## src/hdl/rppg_pkg.sv

```systemverilog
// Shared types, constants and tables of the raster path point generator
`timescale 1ns / 1ps
package rppg_pkg;

  localparam int FRAC_BITS    = 16;
  localparam int CORDIC_STEPS = 16;
  localparam int DIR_SHIFT    = 30 - FRAC_BITS;
  localparam int DIV_BITS     = 32;

  // (pi/2 - 1) in Q32, fractional part of (pi - 1) in Q31 (integer part is 2)
  localparam logic [31:0] HALF_PI_M1_Q32 = 32'h921FB544;
  localparam logic [28:0] PI_M1_FRAC_Q31 = 29'h121FB544;

  localparam logic [31:0]        PI_Q30      = 32'd3373259426;
  localparam logic signed [33:0] HALF_PI_Q30 = 34'sd1686629713;
  localparam logic signed [33:0] GAIN_Q30    = 34'sh026DD3B6A;
  localparam logic signed [33:0] ONE_Q30     = 34'sd1073741824;
  localparam logic [32:0]        POS_MAX     = 33'h1_FFFF_FFFF;

  localparam logic signed [32:0] DIR_RND = 33'sd1 <<< (DIR_SHIFT - 1);
  localparam logic signed [17:0] DIR_ONE = 18'sd1 <<< FRAC_BITS;

  // round(atan(2^-i) * 2^30)
  localparam logic [31:0] ATAN_Q30 [24] = '{
    32'd843314857, 32'd497837829, 32'd263043837, 32'd133525159,
    32'd67021687,  32'd33543516,  32'd16775851,  32'd8388437,
    32'd4194283,   32'd2097149,   32'd1048576,   32'd524288,
    32'd262144,    32'd131072,    32'd65536,     32'd32768,
    32'd16384,     32'd8192,      32'd4096,      32'd2048,
    32'd1024,      32'd512,       32'd256,       32'd128
  };

  localparam logic CFG_SIDE = 1'b0;
  localparam logic CFG_TURN = 1'b1;

  typedef enum logic [1:0] {
    SEG_OUT  = 2'd0,
    SEG_TURN = 2'd1,
    SEG_RET  = 2'd2
  } seg_t;

  // Per-transaction sideband that rides along the turn pipeline
  typedef struct packed {
    seg_t        seg;
    logic        sig_pos;
    logic [32:0] px_base;
    logic [31:0] py_lin;
  } ctx_t;

endpackage

```

## src/hdl/rppg_cls.sv

```systemverilog
// Segment selection, sweep offset multiply and line-segment position
`timescale 1ns / 1ps
module rppg_cls import rppg_pkg::*; (
  input  logic               clk,
  input  logic               rst_n,
  input  logic               adv,
  input  logic               in_vld,
  input  logic [31:0]        cyc_cnt,
  input  logic [31:0]        cyc_rem,
  input  logic [31:0]        lc,
  input  logic signed [31:0] b0,
  input  logic [32:0]        b1,
  input  logic [30:0]        turnw,
  output logic               out_vld,
  output logic [33:0]        out_u,
  output ctx_t               out_ctx
);

  // stage A: classify
  logic signed [34:0] l2;
  logic signed [34:0] b0_ext;
  logic signed [34:0] b1_ext;
  logic signed [34:0] u_full;
  seg_t               seg_nxt;

  logic        a_vld_r;
  seg_t        a_seg_r;
  logic [31:0] a_n_r;
  logic [33:0] a_u_r;
  logic [31:0] a_pylin_r;

  assign l2     = signed'({2'b00, cyc_rem, 1'b0});
  assign b0_ext = 35'(b0);
  assign b1_ext = signed'({2'b00, b1});
  assign u_full = l2 - b0_ext;

  always_comb begin
    if (l2 < b0_ext) begin
      seg_nxt = SEG_OUT;
    end else if (l2 < b1_ext) begin
      seg_nxt = SEG_TURN;
    end else begin
      seg_nxt = SEG_RET;
    end
  end

  always_ff @(posedge clk) begin
    if (!rst_n) begin
      a_vld_r <= 1'b0;
    end else if (adv) begin
      a_vld_r <= in_vld;
    end
  end

  always_ff @(posedge clk) begin
    if (adv) begin
      a_seg_r   <= seg_nxt;
      a_n_r     <= cyc_cnt;
      a_u_r     <= u_full[33:0];
      a_pylin_r <= (seg_nxt == SEG_RET) ? (lc - cyc_rem) : cyc_rem;
    end
  end

  // stage B: sweep offset N*V
  logic        b_vld_r;
  seg_t        b_seg_r;
  logic        b_sig_r;
  logic [62:0] b_nv_r;
  logic [33:0] b_u_r;
  logic [31:0] b_pylin_r;
  logic [62:0] nv_nxt;

  assign nv_nxt = a_n_r * turnw;

  always_ff @(posedge clk) begin
    if (!rst_n) begin
      b_vld_r <= 1'b0;
    end else if (adv) begin
      b_vld_r <= a_vld_r;
    end
  end

  always_ff @(posedge clk) begin
    if (adv) begin
      b_seg_r   <= a_seg_r;
      b_sig_r   <= a_n_r[0];
      b_nv_r    <= nv_nxt;
      b_u_r     <= a_u_r;
      b_pylin_r <= a_pylin_r;
    end
  end

  // stage C: base x position, saturated
  logic [63:0] px_sum;
  ctx_t        ctx_nxt;
  logic        c_vld_r;
  logic [33:0] c_u_r;
  ctx_t        c_ctx_r;

  assign px_sum = {1'b0, b_nv_r} + ((b_seg_r == SEG_RET) ? {33'd0, turnw} : 64'd0);

  always_comb begin
    ctx_nxt.seg     = b_seg_r;
    ctx_nxt.sig_pos = b_sig_r;
    ctx_nxt.px_base = (px_sum > {31'd0, POS_MAX}) ? POS_MAX : px_sum[32:0];
    ctx_nxt.py_lin  = b_pylin_r;
  end

  always_ff @(posedge clk) begin
    if (!rst_n) begin
      c_vld_r <= 1'b0;
    end else if (adv) begin
      c_vld_r <= b_vld_r;
    end
  end

  always_ff @(posedge clk) begin
    if (adv) begin
      c_u_r   <= b_u_r;
      c_ctx_r <= ctx_nxt;
    end
  end

  assign out_vld = c_vld_r;
  assign out_u   = c_u_r;
  assign out_ctx = c_ctx_r;

endmodule

```

## config.mk

```make
export PLATFORM = sky130hd
export DESIGN_NAME = rppg_cls
export DESIGN_NICKNAME = d
export VERILOG_FILES = /design/src/hdl/rppg_pkg.sv /design/src/hdl/rppg_cls.sv
export SDC_FILE = /design/constraint.sdc
export NUM_CORES = 2
export LEC_CHECK = 0
export BUFFER_PORTS_ARGS = -buffer_cell sky130_fd_sc_hd__buf_2
export CAP_MARGIN = 20
export CORE_UTILIZATION = 40
export CTS_BUF_LIST = sky130_fd_sc_hd__clkbuf_16
export CTS_CLUSTER_DIAMETER = 120
export DETAILED_ROUTE_END_ITERATION = 12
export SETUP_SLACK_MARGIN = 0.1
export SKIP_CTS_REPAIR_TIMING = 1
export SYNTH_ARGS = -nofsm -noshare
export SYNTH_HDL_FRONTEND = slang
export SYNTH_SLANG_ARGS = --single-unit
```

## constraint.sdc

```tcl
create_clock -name clk -period 13.1 [get_ports clk]
set_input_delay 3.275 -clock clk [delete_from_list [all_inputs] [get_ports clk]]
set_output_delay 3.275 -clock clk [all_outputs]
set_load 0.01 [all_outputs]
```

== Yosys cells after proc, flatten, opt, wreduce, memory -nomap -nowiden ==
Cells that the tools add are included.

* Add/subtract/negate cells: 3
* Order comparisons: 3
* Multipliers: 1
* Muxes and demuxes: 4
* Equality and inequality tests: 2

{| class="wikitable"
|+ Operator list
! cell !! count
|-
| $add A63 B31 Y64 || 1
|-
| $gt A64 B33 Y1 const B || 1
|-
| $mul A32 B31 Y63 || 1
|-
| $lt A34 B32 Y1 || 1
|-
| $sub A34 B32 Y34 || 1
|-
| $lt A33 B33 Y1 || 1
|-
| $mux W32 || 1
|-
| $sub A32 B32 Y32 || 1
|-
| $mux W31 || 1
|-
| $eq A2 B2 Y1 const B || 2
|-
| $mux W2 || 2
|}

* Input port bits: 196
* Flip-flop bits (word level): 337
* Output and inout bits: 103
* Logic and storage cells: 30

== Depth between registers and ports, before layout ==
* Depth after elaboration: 5
* Mapped depth: 29
* Depth with buffers taken out: 27

== Worst setup path after synthesis ==
OpenSTA, ideal clock, no wires.

* Path kind: input-to-reg
* Start point: input port turnw[4]
* End point: register b_nv_r[55] (data pin)
* Data arrival time: 10.331 ns
* Library setup time: 0.269 ns
* Path buffers: 2
* Data required time: 12.831 ns
* Slack: 2.500 ns
* Cell stages on the path: 27
* Cell sequence: clkbuf_1 and2_1 fa_1 fa_1 fa_1 inv_1 fa_1 inv_1 fa_1 inv_1 fa_1 inv_1 fa_1 fa_1 ha_1 clkbuf_1 a21o_1 a21o_1 a211oi_1 nor2_1 o22a_1 nor4bb_1 o41ai_1 o31ai_1 o21ai_1 o21ai_0 xor2_1

* Word-level cells in the longest chain between the ends: 1

{| class="wikitable"
|+ RTL lines
! item !! line !! RTL
|-
| start: declaration || rppg_cls.sv:13 || <nowiki>input logic [30:0] turnw,</nowiki>
|-
| $mul A32 B31 Y63 || rppg_cls.sv:73 || <nowiki>assign nv_nxt = a_n_r * turnw;</nowiki>
|-
| via nv_nxt[55] || rppg_cls.sv:71 || <nowiki>logic [62:0] nv_nxt;</nowiki>
|-
| end signal: assignment || rppg_cls.sv:87 || <nowiki>b_nv_r <= nv_nxt;</nowiki>
|-
| end: declaration || rppg_cls.sv:68 || <nowiki>logic [62:0] b_nv_r;</nowiki>
|}

The timed path passes the listed nets, and every way through them passes these cells.
A chain may end at the register's enable or synchronous reset.

== Final worst setup path ==
* Start point: input port turnw[8]
* End point: register b_nv_r[62] (data pin)

The elaborated chain is that of the path after synthesis.

==> out/metrics.cfg <==
[routing]
ant_nets=0
routed_wl_mm=141
drtIter0Drc=2363
num_vias=36170
drc=0
viasPerCell=5.25
dr.pass1.iters=5
wl_per_cell_um=20.5

[placement]
io_buffers=298
place_area_um2=52800
gp_congestion=0.943
pre_cts_ws_ns=1.57
hpwlAfterDp_mm=107

[synth]
synth-edff-count=334
synth_cell_types=73
synth-main-ff-cell=edfxtp_1
synth_top_area_share_pct=34.9
ys_seq_area_share_pct=20.2
syn-cell-area_um2=49900
ys_warn_count=0
synth_cells=5070
synth-seq-cells=337
async_flop_share_pct=0
synth_area_leaders=fa_1 (35%), edfxtp_1 (20%), ha_1 (9.6%), and2_1 (7.3%), inv_1 (7.0%)
yosysMostFrequentCell=inv_1
synth_common_cells=inv_1 (931), fa_1 (869), nand2_1 (610), and2_1 (583), ha_1 (384)
yosysTopAreaCell=fa_1
synth.avg_cell_area_um2=9.84
syn_nets=6519

[timing]
setup_ws_ns=2.19
clock_skew_ns=0.0528
slew_viol_final=0
worst_slew_pin_slew_ns=1.12
finalSetupViolCount=0
tns_ns=0
rsz0062_at_grt=no
slew_headroom_pct=25.6
finalHoldViolations=0
fin_crit_ns=10.91
fmax_mhz=91.6
min_period_over_period_pct=83.3

[global_routing]
grt_pass1_vias=38339
antenna_found_initial=10
grt_max_degree=175
grtUsageMet3_pct=3.69
grt_pass1_wl_mm=222
track_usage_pct=22.9
grt-ovfl-total=0
gr-usage-met2_pct=38.7
use_met1_pct=29.5
grt.busiest_layer=met2

[worst_setup_path]
worst_setup_path_end_kind=flop
timing.rr.start=a_n_r[10]$_DFFE_PP_
crit_path_max_fanout=33
path_class=in -> reg
startpoint_type=input port
arrival_ns=11.31
startpoint=turnw[8]
critPathRequiredTime_ns=13.49

[die]
dieArea_um2=126000
num_rows=129
die_width_um=355
initial_utilization_pct=40.3
die_y_um=355
ios=299
core-area_um2=124000

[worst_hold_path]
hp-start=b_u_r[19]$_DFFE_PP_
hold_class=reg -> reg

[clocking]
clock_sinks=337
cts_buffers=44
htreeDepth=2
cts_tree=built
clkTransAtPathRegs_ns=0.06
clock_latency_ns=0.65
clockBufferDepth=3
cts-root-buf=clkbuf_16

[finish]
postLayoutCoreUtil_pct=43.9
layout.nets=6666
drive_gt1_share_pct=8.08
stdcell_area_um2=54300
syn_to_final_growth_pct=8.87
multi_input_area_um2=35400
fillers=11934
regArea_um2=10100

[run_status]
outcome=complete, no violations

[run]
cap_viol_max_count=0

## worst max-delay path, cell delays in order
cell	delay, ns
buf_2	0.63
and2_1	0.26
fa_1	0.45
fa_1	0.55
inv_1	0.06
fa_1	0.50
fa_1	0.51
inv_1	0.05
fa_1	0.57
fa_1	0.44
fa_1	0.52
fa_1	0.42
ha_1	0.40
nand2_1	0.11
o21ai_0	0.28
a311oi_1	0.10
nor2b_1	0.16
a311oi_1	0.58
a21oi_1	0.31
o211ai_1	0.34
nand2_1	0.12
o21ai_0	0.29
o221ai_1	0.20
xnor2_1	0.15
## metrics by stage
stage,std cells,hold slack [ns]
detailed placement,6808,0.405
finish,6895,0.377
global placement,6808,0.401
floorplan,5070,0.400
CTS,6887,0.381
global route,6887,0.403
## registers in the layout, summed over array words and instances, names as in the netlist
register	flops
out_ctx	68
b_nv_r	63
a_u_r	34
b_u_r	34
out_u	34
a_n_r	32
a_pylin_r	32
b_pylin_r	32
a_seg_r	2
b_seg_r	2
a_vld_r	1
b_sig_r	1
b_vld_r	1
out_vld	1
## cell usage in the layout (no fill, tap or decap), types with 31 or more instances in the layout
cell / instances
xor2_1: 45
inv_1: 934
nand4_1: 37
and2_1: 583
nand2_1: 610
xnor2_1: 101
buf_2: 297
nand3_1: 64
edfxtp_1: 334
ha_1: 384
o21ai_0: 122
clkbuf_16: 44
fa_1: 869
nor2_1: 104
a21oi_1: 160
buf_4: 37
a21o_1: 81
o21bai_1: 31
## final cells by class
type | instances | share of cell area [%]
Clock inverter | 35 | 0.648
Inverter | 932 | 6.44
Timing Repair Buffer | 336 | 3.31
Sequential cell | 337 | 18.6
Tap cell | 1637 | 3.77
Clock buffer | 44 | 2.03
Multi-Input combinational cell | 3566 | 65.2
Antenna cell | 8 | 0.0369
## path summary, 6_finish.rpt
check	cells past startpoint	slack (ns)	endpoint
hold reg to reg	0	0.38	out_u[19]$_DFFE_PP_
hold / removal	0	0.38	out_u[19]$_DFFE_PP_
setup / recovery	24	2.19	b_nv_r[62]$_DFFE_PP_
setup reg to reg	26	4.67	b_nv_r[62]$_DFFE_PP_
## logic make-up after synthesis
logic type | share of synthesized area, %
mux | 0.386
flops | 20.2
simple gates | 16.0
fa+ha+maj | 44.5
buf+inv | 8.82
compound gates | 7.45
xor+xnor | 2.56
## per-layer routing
| layer | up-vias | share of wire, % | wire, um |
|---|---|---|---|
| li1 | 16267 | - | - |
| met1 | 18519 | 41 | 58500 |
| met2 | 1107 | 49 | 68700 |
| met3 | 267 | 5.8 | 8180 |
| met4 | 10 | 4.1 | 5820 |
| met5 | - | 0.041 | 58 |
Power is left out: the tool's default activity adds up to more than one toggle a clock period on the data nets, which glitch-free logic cannot reach.
